`src/rmq_pkg.sv`:
```
// ============================================================================
// rmq_pkg: shared types, widths and constants for the rotation matrix to
// quaternion block.
// ============================================================================
package rmq_pkg;

   localparam int QW       = 16;          // Q2.14 field width
   localparam int RAD_W    = 19;          // radicand, up to about 3*32768+16384
   localparam int ROOT_W   = 15;          // half root, at most about 21674
   localparam int DIF_W    = 17;          // sum or difference of two entries
   localparam int NUM_W    = DIF_W + 13;  // twice magnitude times 4096 plus root
   localparam int QUO_W    = NUM_W;       // raw quotient width
   localparam int Q_ONE    = 16384;
   localparam int DEF_ROOT_CELLS = ROOT_W;
   localparam int DEF_DIV_CELLS  = QUO_W;

   // per-item payload carried down the cell chain
   typedef struct packed {
      logic [ROOT_W-1:0]       root;     // half root being built
      logic [2*ROOT_W+1:0]     rem;      // root remainder
      logic [2*ROOT_W-1:0]     radx;     // radicand * 4096, shifted out
      logic [1:0]              diag;     // 0..2: x,y,z side; 3: w side
      logic                    deg;
      logic [2:0][DIF_W-1:0]   dif;      // numerators in result order
   } root_item_type;

   typedef struct packed {
      logic [QUO_W-1:0]        quo;
      logic [NUM_W:0]          rem;
      logic [NUM_W-1:0]        num;
   } div_lane_type;

   typedef struct packed {
      logic [ROOT_W-1:0]       root;
      logic [1:0]              diag;
      logic                    deg;
      logic [2:0]              neg;
      div_lane_type [2:0]      lane;
   } div_item_type;

endpackage

```
`src/rmq_root_cell.sv`:
```
// ============================================================================
// rmq_root_cell: one bit of a restoring square root per cell.
// Consumes two radicand bits, yields one root bit.
// ============================================================================
module rmq_root_cell
   import rmq_pkg::*;
(
   input  logic          clock,
   input  logic          reset,
   input  logic          adv,
   input  logic          in_valid,
   input  root_item_type in_item,
   output logic          out_valid,
   output root_item_type out_item
);

   logic          valid_ff, valid_in;
   root_item_type item_ff, item_in;
   logic [2*ROOT_W+1:0] trial, rem_sh;

   always_comb begin
      item_in = in_item;
      rem_sh  = {in_item.rem[2*ROOT_W-1:0], in_item.radx[2*ROOT_W-1 -: 2]};
      trial   = {{(ROOT_W){1'b0}}, in_item.root, 2'b01};
      item_in.radx = {in_item.radx[2*ROOT_W-3:0], 2'b00};
      if (rem_sh >= trial) begin
         item_in.rem  = rem_sh - trial;
         item_in.root = {in_item.root[ROOT_W-2:0], 1'b1};
      end else begin
         item_in.rem  = rem_sh;
         item_in.root = {in_item.root[ROOT_W-2:0], 1'b0};
      end
      valid_in = in_valid;
   end

   always_ff @(posedge clock) begin
      if (reset) begin
         valid_ff <= 1'b0;
      end else if (adv) begin
         valid_ff <= valid_in;
      end
   end

   always_ff @(posedge clock) begin
      if (adv) begin
         item_ff <= item_in;
      end
   end

   assign out_valid = valid_ff;
   assign out_item  = item_ff;

endmodule

```
`config.mk`:
```
export PLATFORM = sky130hd
export DESIGN_NAME = rmq_root_cell
export DESIGN_NICKNAME = d
export VERILOG_FILES = /design/src/rmq_pkg.sv /design/src/rmq_root_cell.sv
export SDC_FILE = /design/constraint.sdc
export NUM_CORES = 1
export LEC_CHECK = 0
export BUFFER_PORTS_ARGS = -buffer_cell sky130_fd_sc_hd__buf_2
export CAP_MARGIN = 20
export CORE_MARGIN = 3
export CORE_UTILIZATION = 46
export CTS_BUF_LIST = sky130_fd_sc_hd__clkbuf_16
export CTS_CLUSTER_SIZE = 25
export DETAILED_ROUTE_END_ITERATION = 6
export PLACE_DENSITY = 0.8
export SETUP_SLACK_MARGIN = 0.02
export SYNTH_ARGS = -nofsm -noshare
export SYNTH_HDL_FRONTEND = slang
export SYNTH_SLANG_ARGS = --single-unit
```
`constraint.sdc`:
```
create_clock -name clock -period 3.9 [get_ports clock]
set_input_delay 0.78 -clock clock [delete_from_list [all_inputs] [get_ports clock]]
set_output_delay 0.78 -clock clock [all_outputs]
set_load 0.005 [all_outputs]
```
Word-level counts from Yosys, hierarchy flattened. Cells that the tools add are included.

Add/sub/neg operators: 1. Magnitude comparators: 1. Mux-type cells: 1.

Operator list (number): 33-bit 2-to-1 mux (1); 32-bit by 17-bit >= comparator with 1-bit output (1); 32-bit by 17-bit subtractor with 32-bit output (1).

Flip-flop bits (word level): 130. Output and inout port bits: 132. Logic and storage cells: 12.

Longest topological paths before layout.
Depth in word-level cells: 2. Depth in mapped cells: 12. Gate-level depth less buffers: 9.

Worst setup path before layout. OpenSTA, ideal clock, no wires.

Path kind: input port to flip-flop. From: in in_item[104] in the netlist's numbering. To: reg item_ff, in the netlist out_item[89], data pin. Setup time: 0.262 ns. Arrival time: 2.968 ns. Required time: 3.638 ns. Path slack: 0.670 ns. Stages on the path: 7. Buffers on the path: 2. Path through: or4_1 > or3_1 > buf_2 > or3_4 > nor4_4 > buf_4 > mux2_1.

RTL lines: from (decl) (line rmq_root_cell.sv:12) `input root_item_type in_item,`; to (signal assigned) (line rmq_root_cell.sv:46) `item_ff <= item_in;`; to (decl) (line rmq_root_cell.sv:18) `root_item_type item_ff, item_in;`.

==> results.json <==
{
  "endpoint_kind": "flip-flop",
  "placed_cells": 751,
  "setup_ws_ns": 0.755,
  "dp_slack_ns": 0.354,
  "drt-total-wl_um": 14600,
  "diodes": 0,
  "crit_family": "simple AND/OR/NAND/NOR gates",
  "synth_cells": 356,
  "peakVddDrop_mv": 0.575,
  "grt_pass1_wl_um": 21300,
  "die_h_um": 114,
  "rows": 38,
  "setup.worst_path.start_class": "primary input",
  "first_global_vias": 3866,
  "post-cts-setup-buffers": 0,
  "cp.required_ns": 4.06,
  "crit_buf_inv": 2,
  "yosys-top-cells-count": "129 x edfxtp_1, 28 x nand2_1, 21 x xor2_1, 19 x inv_1, 18 x a21oi_1",
  "holdPathStages": 2,
  "arrival_ns": 3.31,
  "p_leak_uw": 0.00319,
  "drt_iter0_markers": 336,
  "cp_max_fo": 25,
  "yosysUniqueCellTypes": 47,
  "yosysWarnings": 0,
  "tritoncts": "yes",
  "syn_area_per_cell_um2": 15.1,
  "reg2reg_depth": 2,
  "crit_chain": "buf_2, or4_1, or3_1, or3_4, nor4_4, buf_4, mux2_1",
  "ys_seq_elements": 130,
  "crit_type": "in2reg",
  "ctsHtreeMaxLevel": 4,
  "synth.most_common_cell": "edfxtp_1",
  "postRouteAntennaNets": 0,
  "grt_remaining_overflow": 0,
  "drive_gt1_frac": 0.468,
  "area_growth_pct": 38.5,
  "drc": 0,
  "grt_use_total": 0.221,
  "min_to": "out_valid",
  "antenna_found_initial": 1,
  "path_clk_slew_ns": 0.05,
  "finalSetupViolCount": 0,
  "dpl.hpwl_um": 11300,
  "syn-cell-area_um2": 5370,
  "ctsLongestPathBuffers": 2,
  "io_pins": 267,
  "gp_congestion": 0.857,
  "slew_headroom": 0.469,
  "tritoncts.num_buffers": 17,
  "core_area_um2": 11100,
  "fmax_ghz": 0.318,
  "synth_ff_type": "edfxtp_1",
  "period_needed_ns": 3.15,
  "cts_root_buf": "clkbuf_16",
  "r2r_end": "out_valid",
  "die_area_um2": 13000,
  "fillers": 813,
  "cap_violations": 0,
  "skew_ns": 0,
  "worst_pin_slew_ns": 0.797,
  "routed_via_density": 5.06,
  "crit_slowest_cell": "or4_1",
  "portBuffers": 262,
  "tns_ns": 0,
  "clock_latency_ns": 0.41,
  "power_density_nw_per_um2": 510,
  "numClockSinks": 130,
  "final_cell_count_no_fill": 783,
  "finalPower_uw": 3790,
  "grt_max_degree": 70,
  "postCtsHoldBufs": 0,
  "r2r_setup_slack_ns": 3.31,
  "final-hold-violation-count": 0,
  "slew_violations": 0,
  "hp-start": "out_valid",
  "synth_edf_count": 129,
  "synth-seq-area-share": 0.726,
  "ys_top_cells_by_area": "edfxtp_1 72%, ha_1 4.0%, xor2_1 3.4%, nand2_1 2.0%, a21oi_1 1.7%",
  "yosys.area.top_type": "edfxtp_1",
  "first_pass_iters": 4,
  "fin_crit_sh": 0.806,
  "nets": 782,
  "r2r_start": "out_valid",
  "rsz0062_at_grt": "no",
  "slowest_delay_ns": 0.56,
  "vias": 3965,
  "fp.dieW_um": 114,
  "wl_per_cell_um": 18.6,
  "floorplan.initialDensity": 0.482,
  "cts_resized": 0,
  "synth.top_cell.area_share": 0.722,
  "hp-class": "reg2reg",
  "async_flop_share": 0,
  "outcome": "complete, no violations"
}
[worst max-delay path by stage]
| stage | from | depth (start not counted) | to | slack, ns |
|---|---|---|---|---|
| after floorplan | in_item[104] | 7 | out_item[89] | 0.67 |
| after global placement | in_item[104] | 7 | out_item[89] | 0.38 |
| after detailed placement | in_item[104] | 7 | out_item[89] | 0.35 |
| after CTS | in_item[104] | 7 | out_item[89] | 0.80 |
| after global routing | in_item[104] | 7 | out_item[89] | 0.70 |
| final | in_item[104] | 7 | out_item[89] | 0.75 |
[kinds of logic after synthesis]
kind of cell	count (synthesis)	share of synthesized area
AO/OA/AOI/OAI	72	0.0816
flip-flops	130	0.726
multiplexers	2	0.00396
other	1	0.000699
AND/OR/NAND/NOR	73	0.0716
XOR/XNOR	30	0.0490
buffers and inverters	31	0.0278
adder cells (fa/ha/maj)	17	0.0396
[tightest hold or removal path: stages, from the launching register on]
cell and delay, ns:
dfxtp_1 0.32, mux2i_1 0.07, nor2_1 0.08
[where the power goes]
part	switching (uW)	internal, uW	leakage (uW)	total [uW]
Clock	608	1010	0.000292	1620
Sequential	29.9	1690	0.00127	1720
Combinational	247	208	0.00163	455
Total	885	2900	0.00319	3790
[layout by cell type, fill, tap and decap left out, types with 5 or more instances in the layout]
cell       Yosys  final
nand2_1       28     28
clkbuf_16      0     17
ha_1          17     17
nor4_1         7      7
edfxtp_1     129    129
or3_1          5      5
buf_2          2    261
xor2_1        21     21
a21oi_1       18     18
inv_1         19     20
o21ai_0       10     10
xnor2_1        9      9
o21ai_1       15     15
o21a_1         6      6
nor3_1         9      9
nor2_1         7      7
[state kept, by name, indices dropped and copies added (netlist names)]
name and cells:
out_item 129, out_valid 1
[through the flow]
step                      instance area, um^2  hold slack, ns  utilization
after detailed placement                 6820           0.482        0.613
after CTS                                7430           0.492        0.668
after floorplan                          5370           0.485            -
after global routing                     7430           0.508        0.668
final                                    7430           0.497        0.668
after global placement                   6820           0.473        0.613
[per-layer routing]
layer  global-route usage  part of all wire  vias up
met5                    0           0.00089        -
met4               0.0887             0.022        2
met3               0.0854             0.097       27
met2                0.390              0.53      182
met1                0.237              0.35     1861
li1                     -                 -     1893
[area by class of cell]
| type | instances | area [um^2] | share of cell area |
|---|---|---|---|
| sequential | 130 | 3890 | 0.524 |
| timing repair buffer | 266 | 1360 | 0.183 |
| multi-input combinational | 196 | 1330 | 0.178 |
| clock buffer | 17 | 425 | 0.0572 |
| clock inverter | 15 | 183 | 0.0246 |
| tap | 140 | 175 | 0.0236 |
| inverter | 19 | 71.3 | 0.00960 |
No activity file was read; power rests on OpenSTA's default activity.
