## config.mk

```make
export PLATFORM = sky130hd
export DESIGN_NAME = rmq_div_cell
export DESIGN_NICKNAME = d
export VERILOG_FILES = /design/src/rmq_pkg.sv /design/src/rmq_div_cell.sv
export SDC_FILE = /design/constraint.sdc
export NUM_CORES = 1
export LEC_CHECK = 0
export BUFFER_PORTS_ARGS = -buffer_cell sky130_fd_sc_hd__buf_2
export CORE_AREA = 4 4 230 232
export CTS_BUF_LIST = sky130_fd_sc_hd__clkbuf_4 sky130_fd_sc_hd__clkbuf_8
export DETAILED_ROUTE_END_ITERATION = 12
export DIE_AREA = 0 0 234 236
export SYNTH_ARGS = -nofsm -noshare
export SYNTH_HDL_FRONTEND = slang
export SYNTH_SLANG_ARGS = --single-unit
```

## constraint.sdc

```tcl
create_clock -name clock -period 4.33 [get_ports clock]
set_clock_uncertainty 0.15 [all_clocks]
set_input_delay 1.299 -clock clock [delete_from_list [all_inputs] [get_ports clock]]
set_output_delay 1.299 -clock clock [all_outputs]
set_load 0.01 [all_outputs]
```

## src/rmq_pkg.sv

```systemverilog
// ============================================================================
// rmq_pkg: shared types, widths and constants for the rotation matrix to
// quaternion block.
// ============================================================================
package rmq_pkg;

   localparam int QW       = 16;          // Q2.14 field width
   localparam int RAD_W    = 19;          // radicand, up to about 3*32768+16384
   localparam int ROOT_W   = 15;          // half root, at most about 21674
   localparam int DIF_W    = 17;          // sum or difference of two entries
   localparam int NUM_W    = DIF_W + 13;  // twice magnitude times 4096 plus root
   localparam int QUO_W    = NUM_W;       // raw quotient width
   localparam int Q_ONE    = 16384;
   localparam int DEF_ROOT_CELLS = ROOT_W;
   localparam int DEF_DIV_CELLS  = QUO_W;

   // per-item payload carried down the cell chain
   typedef struct packed {
      logic [ROOT_W-1:0]       root;     // half root being built
      logic [2*ROOT_W+1:0]     rem;      // root remainder
      logic [2*ROOT_W-1:0]     radx;     // radicand * 4096, shifted out
      logic [1:0]              diag;     // 0..2: x,y,z side; 3: w side
      logic                    deg;
      logic [2:0][DIF_W-1:0]   dif;      // numerators in result order
   } root_item_type;

   typedef struct packed {
      logic [QUO_W-1:0]        quo;
      logic [NUM_W:0]          rem;
      logic [NUM_W-1:0]        num;
   } div_lane_type;

   typedef struct packed {
      logic [ROOT_W-1:0]       root;
      logic [1:0]              diag;
      logic                    deg;
      logic [2:0]              neg;
      div_lane_type [2:0]      lane;
   } div_item_type;

endpackage

```

## src/rmq_div_cell.sv

```systemverilog
// ============================================================================
// rmq_div_cell: one quotient bit of a restoring divide per cell, for three
// lanes sharing one divisor (the half root).
// ============================================================================
module rmq_div_cell
   import rmq_pkg::*;
(
   input  logic         clock,
   input  logic         reset,
   input  logic         adv,
   input  logic         in_valid,
   input  div_item_type in_item,
   output logic         out_valid,
   output div_item_type out_item
);

   logic         valid_ff;
   div_item_type item_ff, item_in;
   logic [NUM_W:0] rs;

   always_comb begin
      item_in = in_item;
      rs = '0;
      for (int l = 0; l < 3; l++) begin
         rs = {in_item.lane[l].rem[NUM_W-1:0], in_item.lane[l].num[NUM_W-1]};
         item_in.lane[l].num = {in_item.lane[l].num[NUM_W-2:0], 1'b0};
         if (rs >= {{(NUM_W+1-ROOT_W){1'b0}}, in_item.root}) begin
            item_in.lane[l].rem = rs - {{(NUM_W+1-ROOT_W){1'b0}}, in_item.root};
            item_in.lane[l].quo = {in_item.lane[l].quo[QUO_W-2:0], 1'b1};
         end else begin
            item_in.lane[l].rem = rs;
            item_in.lane[l].quo = {in_item.lane[l].quo[QUO_W-2:0], 1'b0};
         end
      end
   end

   always_ff @(posedge clock) begin
      if (reset) begin
         valid_ff <= 1'b0;
      end else if (adv) begin
         valid_ff <= in_valid;
      end
   end

   always_ff @(posedge clock) begin
      if (adv) begin
         item_ff <= item_in;
      end
   end

   assign out_valid = valid_ff;
   assign out_item  = item_ff;

endmodule
```

# Word level (Yosys, flattened, before mapping)
# Cells that the tools add are included.
# Widths: inputs -> output; s select.
dict set report op_classes {
  add_sub_neg 3
  order_cmp 3
  muxes 3
}
# cell count
set ops {}
lappend ops {{$mux 32} 3}
lappend ops {{$ge 31x15->1} 3}
lappend ops {{$sub 31x15->31} 3}
dict set report word_totals {
  regBits 292
  inputBits 298
}

# Depth between registers and ports, before layout
# Gate-level depths: netlist of the first run.
dict set report depth {
  ltp_word 2
  depth_mapped 12
  mapped_depth_nobuf 10
}

# Least setup slack after synthesis of the first run
# No wires, ideal clock.
dict set report synth_path {
  path_kind {in2reg}
  startpoint {in in_item[293] (netlist name)}
  endpoint {reg item_ff (netlist bit out_item[147]), data pin}
  arrival_time_ps 3239
  t_required_ps 3909
  path_slack_ps 670
  path_stages 11
  path_buffers 2
  cell_sequence {inv_1 > ha_1 > clkbuf_1 > nand2_1 > nor4b_2 > and3_1 > a311oi_2 > and2_1 > buf_6 > nor4_1 > xor2_1}
}
# element line
set synth_lines {}
lappend synth_lines {{start: declaration} rmq_div_cell.sv:12} ;# input div_item_type in_item,
lappend synth_lines {{end signal: assignment} rmq_div_cell.sv:47} ;# item_ff <= item_in;
lappend synth_lines {{end: declaration} rmq_div_cell.sv:18} ;# div_item_type item_ff, item_in;

==> flow_metrics.py, run 1 <==
metrics = {
    "detailed_routing": {
        "ant_nets": 0,
        "drc": 0,
        "via_count": 10350,
        "via_per_inst": 4.513,
        "wire_per_inst_microns": 20.48,
        "drt_pre_antenna_iters": 5,
        "wl_microns": 46960,
        "drt_iter0_markers": 543,
    },
    "run_status": {
        "outcome": "completed",
    },
    "critical_path": {
        "start_kind": "input port",
        "reg2reg_slack_ps": 3590,
        "crit_fanout": 7,
        "r2r_end": "out_valid",
        "crit_path_end_kind": "flop",
        "cp.arrival_ps": 3950,
        "startpoint": "in_item[281]",
        "worst_r2r_path_depth": 2,
        "critPathKind": "input port to flop",
        "r2r_start": "out_valid",
        "critPathRequiredTime_ps": 4520,
    },
    "global_routing": {
        "grt_antenna_before_repair": 15,
        "overflow": 0,
        "grt_pass1_wl_microns": 66760,
        "grt_pass1_vias": 10420,
        "grt_max_degree": 77,
        "gr-usage-all-layers": 0.1600,
    },
    "timing": {
        "slew_headroom": 0.3844,
        "fmax_ghz": 0.2659,
        "setup_slack_ps": 569.2,
        "hold_viol_final": 0,
        "setup_viol": 0,
        "drv_slew": 0,
        "worstMarginPinSlew_ps": 916.3,
        "fin_setup_tns_ps": 0,
        "period_minus_slack_ps": 3761,
        "rsz0062_at_grt": "no",
        "fin_crit_sh": 0.8685,
    },
    "job": {
        "drv_cap": 0,
    },
    "final_layout": {
        "final_util": 0.3532,
        "areaGrowthSynthToFinish_pct": 39.17,
        "layout_commonest_cell": "buf_2",
        "final_cell_mix": "582 x buf_2, 291 x edfxtp_1, 64 x nand2_1",
        "fillers": 5078,
        "stdcell_count": 2293,
        "drive_gt1_frac": 0.4465,
        "nNetsFinal": 1916,
    },
    "clocking": {
        "ctsResizeCount": 0,
        "cts_num_sinks": 292,
        "post-cts-setup-buffer-count": 0,
        "cts_made_buffers": 51,
        "root_buffer": "clkbuf_8",
        "clk_pin_slew_ps": 60,
        "hold_buffers": 0,
        "cts_buffer_depth": 3,
        "cts_tree": "built",
        "worst_skew_pair.late_latency_ps": 590,
        "h-tree-depth": 2,
    },
    "floorplan": {
        "initial_core_util": 0.2538,
        "floorplan.rows": 83,
        "die_h_microns": 236,
        "ios": 593,
        "core_sq_um": 50990,
        "dieArea_sq_um": 55220,
        "die_w_microns": 234,
    },
    "hold_path": {
        "worstHoldStart": "out_valid",
        "holdPathStages": 2,
        "hold_path.class": "flop to flop",
        "whs_endpoint": "out_valid",
    },
    "power": {
        "power.density_nw_per_um2": 411.8,
        "p_leak_nw": 7.580,
        "peakVddDrop_v": 0.0003252,
        "p_total_mw": 7.417,
    },
    "synth": {
        "netlist.top_cell.by_area": "edfxtp_1",
        "synth_flop_cell": "edfxtp_1",
        "synth-seq-cells": 292,
        "ys_top_cells_by_area": "edfxtp_1 68%, ha_1 4.4%, xor2_1 3.2%",
        "ys_async_sr_fraction": 0,
        "synth_top_area_frac": 0.6752,
        "yosys_warnings": 0,
        "ys_types": 67,
        "netlist_area_sq_um": 12940,
        "synthCells": 927,
        "synth_edf_count": 291,
        "avgSynthCellArea_sq_um": 13.96,
        "synth_seq_area_share": 0.6768,
    },
    "place": {
        "portBuffers": 583,
        "dp.cells": 2197,
        "place.gp.congestion": 0.8715,
        "dpl_worst_slack_ps": 2.607,
        "dp_hpwl_microns": 37140,
    },
}
worst max path at each step:
stage,endpoint,cells past startpoint
after global routing,out_item[237],10
after floorplan,out_item[147],11
final,out_item[237],10
after global placement,out_item[237],10
after detailed placement,out_item[237],10
after CTS,out_item[237],10
stage by stage:
stage	instance area, sq um	hold slack (ps)
final	18010	361.5
after global routing	18000	392.7
after CTS	17990	362.4
after detailed placement	16920	347.9
after global placement	16920	323.3
after floorplan	12950	377.9
cell usage after synthesis, types with 5 or more instances:
| library cell | n |
|---|---|
| a211oi_1 | 5 |
| nor3_1 | 19 |
| a31oi_1 | 6 |
| edfxtp_1 | 291 |
| o21a_1 | 8 |
| o31ai_1 | 6 |
| a21o_1 | 20 |
| clkbuf_1 | 18 |
| buf_2 | 5 |
| o21ai_0 | 52 |
| nor4_1 | 23 |
| nand2b_1 | 14 |
| or3_1 | 9 |
| nand3_1 | 20 |
| xnor2_1 | 35 |
| o21ai_1 | 5 |
| nor2b_1 | 5 |
| a21oi_1 | 57 |
| xor2_1 | 47 |
| and4_1 | 5 |
| ha_1 | 45 |
| o211ai_1 | 5 |
| nand4_1 | 12 |
| nand2_1 | 64 |
| nor2_1 | 52 |
| inv_1 | 28 |
logic make-up after synthesis:
family | Yosys count | synth area share
AO/OA/AOI/OAI | 188 | 0.09214
buffers and inverters | 58 | 0.02050
adder cells (fa/ha/maj) | 48 | 0.04815
multiplexers | 7 | 0.005897
other | 1 | 0.0002898
flip-flops | 292 | 0.6768
XOR/XNOR | 82 | 0.05550
AND/OR/NAND/NOR | 251 | 0.1007
per-layer routing:
layer	track usage	vias to the layer above	part of all wire	wire (microns)
li1	-	4832	-	-
met1	0.1885	4987	0.39	18270
met4	0.04663	18	0.026	1240
met5	0	-	0.0026	123
met2	0.2811	425	0.50	23540
met3	0.04734	87	0.080	3779
flip-flops by register name (all words and copies together) (netlist names):
name	flops
out_valid	1
out_item	291
worst max-delay path: stages:
cell and delay [ps]:
buf_2 90, inv_1 160, ha_1 430, o21a_1 150
o31ai_1 90, a21oi_1 370, a211oi_2 160, nor3_1 720
a2111oi_0 290, xor2_1 200
area by class of cell:
type,instances,area (sq um),share of cell area
diodes,7,17.52,0.0009726
multi-input cells,579,3925,0.2179
inverters,28,105.1,0.005836
well taps,680,850.8,0.04724
repair buffers,618,3278,0.1820
clock buffers,62,784.5,0.04356
clock inverters,27,290.3,0.01612
flip-flops and latches,292,8758,0.4863
where the power goes:
part	leakage (nW)	switching [mW]	internal, mW
sequential	2.86	0.0665	3.42
clock	0.552	1.17	1.56
combinational	4.17	0.716	0.486
No activity file was read; power rests on OpenSTA's default activity.
==> run 2, diff against run 1 <==
--- a/config.mk
+++ b/config.mk
@@ -10,6 +10,7 @@
 export CTS_BUF_LIST = sky130_fd_sc_hd__clkbuf_4 sky130_fd_sc_hd__clkbuf_8
 export DETAILED_ROUTE_END_ITERATION = 12
 export DIE_AREA = 0 0 234 236
+export PLACE_DENSITY = 0.51
 export SYNTH_ARGS = -nofsm -noshare
 export SYNTH_HDL_FRONTEND = slang
 export SYNTH_SLANG_ARGS = --single-unit
==> run 2 against run 1 <==
  * Clock power decreased by 3%
  * Cell area grew 0.32%
  * Final cell count up 0.96%
  * Via count is 2.1% higher
  * Non-clock buffer count rose by 12
  * Fmax up 4.1%
  * Global-route usage increased by 2.1 points
  * Register-to-register slack about the same
  * Hold slack is essentially flat
==> flow_metrics.py, run 2 (synthesized netlist as in run 1, its figures left out) <==
metrics = {
    "run_status": {
        "outcome": "completed",
    },
    "detailed_routing": {
        "drc": 0,
        "drt_iter0_markers": 575,
        "ant_nets": 0,
        "drt_pre_antenna_iters": 5,
        "via_count": 10570,
        "via_per_inst": 4.564,
        "wire_per_inst_microns": 22.80,
        "wl_microns": 52780,
    },
    "place": {
        "place_area_sq_um": 17000,
        "dp_hpwl_microns": 42650,
        "portBuffers": 583,
        "place.gp.congestion": 0.8955,
    },
    "final_layout": {
        "multi_input_area_sq_um": 3925,
        "fillers": 5170,
        "largest_reg_flops": 291,
        "layout_commonest_cell": "buf_2",
        "areaGrowthSynthToFinish_pct": 39.61,
        "drive_gt1_frac": 0.4514,
        "final_cell_mix": "582 x buf_2, 291 x edfxtp_1, 64 x nand2_1",
        "nNetsFinal": 1930,
        "seq_area_sq_um": 8758,
        "final_area_sq_um": 18070,
    },
    "power": {
        "pwr-share-comb": 0.169,
        "p_clk_frac": 0.358,
        "switchingPower_mw": 2.027,
        "p_total_mw": 7.374,
        "seqPwrFrac": 0.473,
        "p_leak_nw": 7.634,
        "power.density_nw_per_um2": 408.1,
        "swShare": 0.2748,
        "intPower_mw": 5.347,
        "peakVddDrop_v": 0.0001696,
    },
    "floorplan": {
        "core_sq_um": 50990,
        "ios": 593,
        "die_w_microns": 234,
        "floorplan.rows": 83,
        "initial_core_util": 0.2538,
        "die_h_microns": 236,
        "dieArea_sq_um": 55220,
    },
    "critical_path": {
        "critPathRequiredTime_ps": 4530,
        "start_kind": "input port",
        "crit_path_end_kind": "flop",
        "worst_r2r_path_depth": 2,
        "startpoint": "in_item[290]",
        "cp.arrival_ps": 3810,
        "r2r_start": "out_valid",
        "endpoint": "out_item[237]",
        "r2r_end": "out_valid",
        "critPathKind": "input port to flop",
        "crit_fanout": 7,
        "reg2reg_slack_ps": 3590,
    },
    "clocking": {
        "cts_tree": "built",
        "ctsResizeCount": 0,
        "worst_skew_pair.late_latency_ps": 610,
        "cts_num_sinks": 292,
        "post-cts-setup-buffer-count": 0,
        "root_buffer": "clkbuf_8",
        "clk_pin_slew_ps": 60,
        "cts_buffer_depth": 3,
        "h-tree-depth": 2,
        "hold_buffers": 0,
        "cts_made_buffers": 53,
    },
    "global_routing": {
        "grt_antenna_before_repair": 33,
        "gr-usage-all-layers": 0.1808,
        "grt_pass1_wl_microns": 72330,
        "grt_max_degree": 82,
        "overflow": 0,
        "grt_pass1_vias": 10450,
    },
    "timing": {
        "fin_setup_tns_ps": 0,
        "period_minus_slack_ps": 3612,
        "whs_ps": 361.7,
        "slew_headroom": 0.5344,
        "fmax_ghz": 0.2768,
        "setup_viol": 0,
        "worstMarginPinSlew_ps": 698.3,
        "hold_viol_final": 0,
        "fin_crit_sh": 0.8342,
        "drv_slew": 0,
        "rsz0062_at_grt": "no",
    },
    "hold_path": {
        "hold_path.class": "flop to flop",
    },
    "job": {
        "drv_cap": 0,
    },
}
run 2: cell count changes in the layout (fill, tap and decap cells not counted):
cell	before	now
clkbuf_8	51	54
buf_4	28	41
diode_2	7	9
clkinv_4	1	0
bufinv_16	6	2
clkinv_2	6	7
buf_12	7	6
clkinv_1	10	13
clkinvlp_4	3	2
clkbuf_4	11	17
inv_6	0	1
run 2: worst min path at each step:
stage               startpoint  slack (ps)  cells past startpoint         to
floorplan            out_valid         380                      2  out_valid
global placement     out_valid         330                      2  out_valid
detailed placement   out_valid         340                      2  out_valid
CTS                  out_valid         360                      2  out_valid
global route         out_valid         410                      2  out_valid
finish               out_valid         360                      2  out_valid
run 2: metrics by stage:
| step | cells | worst slack [ps] | util |
|---|---|---|---|
| floorplan | 929 | 669.7 | - |
| global placement | 2209 | 87.80 | 0.3333 |
| detailed placement | 2209 | 46.94 | 0.3333 |
| CTS | 2306 | 729.2 | 0.3539 |
| global route | 2310 | 548.1 | 0.3541 |
| finish | 2315 | 717.8 | 0.3543 |
run 2: critical path: stages:
cell       delay, ps
buf_2             90
inv_1            200
ha_1             430
nand4_1          170
nor3b_1          390
a31oi_1          190
nand3b_1         180
o21ai_1          200
a2111oi_0        480
xor2_1           160
run 2: area by class of cell:
cell class / instances / share of cell area
Sequential cell: 292 / 0.4848
Clock inverter: 26 / 0.009903
Timing Repair Buffer: 630 / 0.1857
Tap cell: 680 / 0.04709
Inverter: 28 / 0.005817
Antenna cell: 9 / 0.001247
Multi-Input combinational cell: 579 / 0.2172
Clock buffer: 71 / 0.04820
run 2: metal layers:
layer | routed length [microns] | track usage | up-vias
li1 | - | - | 4865
met1 | 19730 | 0.1989 | 5114
met2 | 25660 | 0.3067 | 440
met3 | 5357 | 0.08116 | 104
met4 | 1750 | 0.06446 | 42
met5 | 277 | 0.01161 | -
run 2: power by group through the flow:
stage          Sequential (mW)  Combinational [mW]  Clock (mW)
2_1_floorplan             3.69               0.386           0
3_3_place_gp              3.54                1.26           0
3_5_place_dp              3.54                1.26           0
4_1_cts                   3.49                1.27        2.76
5_1_grt                   3.51                1.35        2.89
6_report                  3.49                1.25        2.64
==> run 3, diff against run 2 <==
--- a/config.mk
+++ b/config.mk
@@ -6,11 +6,11 @@
 export NUM_CORES = 1
 export LEC_CHECK = 0
 export BUFFER_PORTS_ARGS = -buffer_cell sky130_fd_sc_hd__buf_2
-export CORE_AREA = 4 4 230 232
+export CORE_AREA = 4 4 229 231
 export CTS_BUF_LIST = sky130_fd_sc_hd__clkbuf_4 sky130_fd_sc_hd__clkbuf_8
 export DETAILED_ROUTE_END_ITERATION = 12
-export DIE_AREA = 0 0 234 236
-export PLACE_DENSITY = 0.51
+export DIE_AREA = 0 0 233 235
+export PLACE_DENSITY = 0.53
 export SYNTH_ARGS = -nofsm -noshare
 export SYNTH_HDL_FRONTEND = slang
 export SYNTH_SLANG_ARGS = --single-unit
==> constraint.sdc (replaced) <==
create_clock -name clock -period 3.1 [get_ports clock]
set_clock_uncertainty 0.15 [all_clocks]
set_input_delay 0.93 -clock clock [delete_from_list [all_inputs] [get_ports clock]]
set_output_delay 0.93 -clock clock [all_outputs]
set_load 0.01 [all_outputs]
==> run 3 against run 2 <==
  * Worst setup slack lost 600 ps
  * Sequential share of layout area shrank 4.1 points
  * Wire length is 0.31% higher
  * Critical path type unchanged
  * Critical endpoint is now out_item[57]
  * Highest routed layer unchanged
==> flow_metrics.py, run 3 (synthesized netlist as in run 1, its figures left out) <==
metrics = {
    "run_status": {
        "outcome": "completed",
    },
    "hold_path": {
        "hold_path.class": "input port to flop",
    },
    "place": {
        "dp.cells": 2391,
        "dp_hpwl_microns": 42920,
        "portBuffers": 583,
        "place.gp.congestion": 0.9256,
    },
    "floorplan": {
        "die_h_microns": 235,
        "core_sq_um": 50070,
        "floorplan.rows": 82,
        "ios": 593,
        "die_w_microns": 233,
        "dieArea_sq_um": 54760,
        "initial_core_util": 0.2585,
    },
    "clocking": {
        "clk_pin_slew_ps": 60,
        "worst_skew_pair.late_latency_ps": 600,
        "cts_made_buffers": 53,
        "h-tree-depth": 2,
        "cts_tree": "built",
        "cts_buffer_depth": 3,
        "post-cts-setup-buffer-count": 0,
        "root_buffer": "clkbuf_8",
        "cts_num_sinks": 292,
    },
    "timing": {
        "rsz0062_at_grt": "yes",
        "slew_headroom": 0.6354,
        "whs_ps": 321.6,
        "setup_viol": 0,
        "hold_viol_final": 0,
        "period_minus_slack_ps": 2981,
        "drv_slew": 0,
        "fin_crit_sh": 0.9616,
        "fmax_ghz": 0.3355,
        "worstMarginPinSlew_ps": 539.3,
    },
    "power": {
        "p_leak_nw": 8.626,
        "power.density_nw_per_um2": 555.0,
        "p_total_mw": 10.94,
        "peakVddDrop_v": 0.0002836,
    },
    "critical_path": {
        "crit_path_end_kind": "flop",
        "crit_fanout": 5,
        "path_cells": "buf_2, inv_1, ha_1, nand4_1, a21oi_1, nor3_1, o31ai_1, mux2_2, nor4_1, xor2_1",
        "start_kind": "input port",
        "max_stage_delay_ps": 400,
        "critPathKind": "input port to flop",
        "critPathSlowestCell": "ha_1",
        "critPathRequiredTime_ps": 3310,
        "cp.arrival_ps": 3190,
    },
    "detailed_routing": {
        "drt_pre_antenna_iters": 4,
        "via_count": 11060,
        "wl_microns": 52940,
        "drt_iter0_markers": 645,
        "via_per_inst": 4.434,
        "ant_nets": 0,
        "wire_per_inst_microns": 21.22,
        "drc": 0,
    },
    "final_layout": {
        "fillers": 5026,
        "final_cell_mix": "582 x buf_2, 291 x edfxtp_1, 231 x buf_4",
        "layout_commonest_cell": "buf_2",
        "stdcell_count": 2495,
        "nNetsFinal": 2120,
        "largest_reg_flops": 291,
        "areaGrowthSynthToFinish_pct": 52.36,
        "seq_area_sq_um": 8758,
        "multi_input_area_sq_um": 4061,
        "drive_gt1_frac": 0.5193,
    },
    "global_routing": {
        "grt_antenna_before_repair": 26,
        "grt_pass1_vias": 11260,
        "grt_pass1_wl_microns": 75650,
        "overflow": 0,
        "grt_max_degree": 77,
        "gr-usage-all-layers": 0.1851,
    },
    "job": {
        "drv_cap": 0,
    },
}
-- run 3: cell count changes in the layout (fill, tap and decap cells not counted), moves of 3 or more --
cell and change:
buf_4 +190, bufinv_16 +4, diode_2 -4, a21oi_1 -3, a21oi_2 +3, ha_1 -3
ha_4 +3
-- run 3: worst max-delay path, delay by kind of cell --
kind	cells	cell delay, ps
multiplexers	1	370
XOR/XNOR	1	120
AND/OR/NAND/NOR	3	600
adder cells (fa/ha/maj)	1	400
AO/OA/AOI/OAI	2	560
buffers and inverters	2	200
-- run 3: final timing paths --
kind | start | endpoint | depth (start not counted) | slack (ps)
setup / recovery | in_item[283] | out_item[57] | 10 | 120
hold / removal | in_item[25] | out_item[26] | 1 | 320
setup reg to reg | out_valid | out_valid | 2 | 2360
hold reg to reg | out_valid | out_valid | 2 | 350
-- run 3: timing repair --
item                                    4_1_cts  5_1_grt
resized for setup                             0        4
endpoints found under the setup margin        0        6
hold buffers                                  0        0
-- run 3: per-layer routing --
metal  GRT usage  share of wire  vias to the layer above
met5           0         0.0042                        -
met4     0.05416          0.028                       32
met3     0.06638          0.087                      105
met2      0.3117           0.48                      396
met1      0.2225           0.40                     5291
li1            -              -                     5239
-- run 3: final cells by class --
type,instances,share of cell area
Sequential cell,292,0.4442
Timing Repair Buffer,820,0.2425
Multi-Input combinational cell,579,0.2060
Clock buffer,68,0.04271
Tap cell,672,0.04264
Clock inverter,31,0.01599
Inverter,28,0.005330
Antenna cell,5,0.0006346
-- run 3: report_power, final --
group          internal, mW  switching (mW)
Sequential             4.78           0.102
Clock                  2.30            1.76
Combinational         0.901            1.10
-- run 3: through the flow --
stage	cell area, sq um	setup WS [ps]	TNS [ps]	util
6_report	19720	119.0	0	0.3938
5_1_grt	19710	-22.45	-22.45	0.3937
3_3_place_gp	18540	-561.3	-37900	0.3702
2_1_floorplan	13100	-51.80	-151.5	-
3_5_place_dp	18540	-594.9	-39620	0.3702
4_1_cts	19690	132.5	0	0.3933
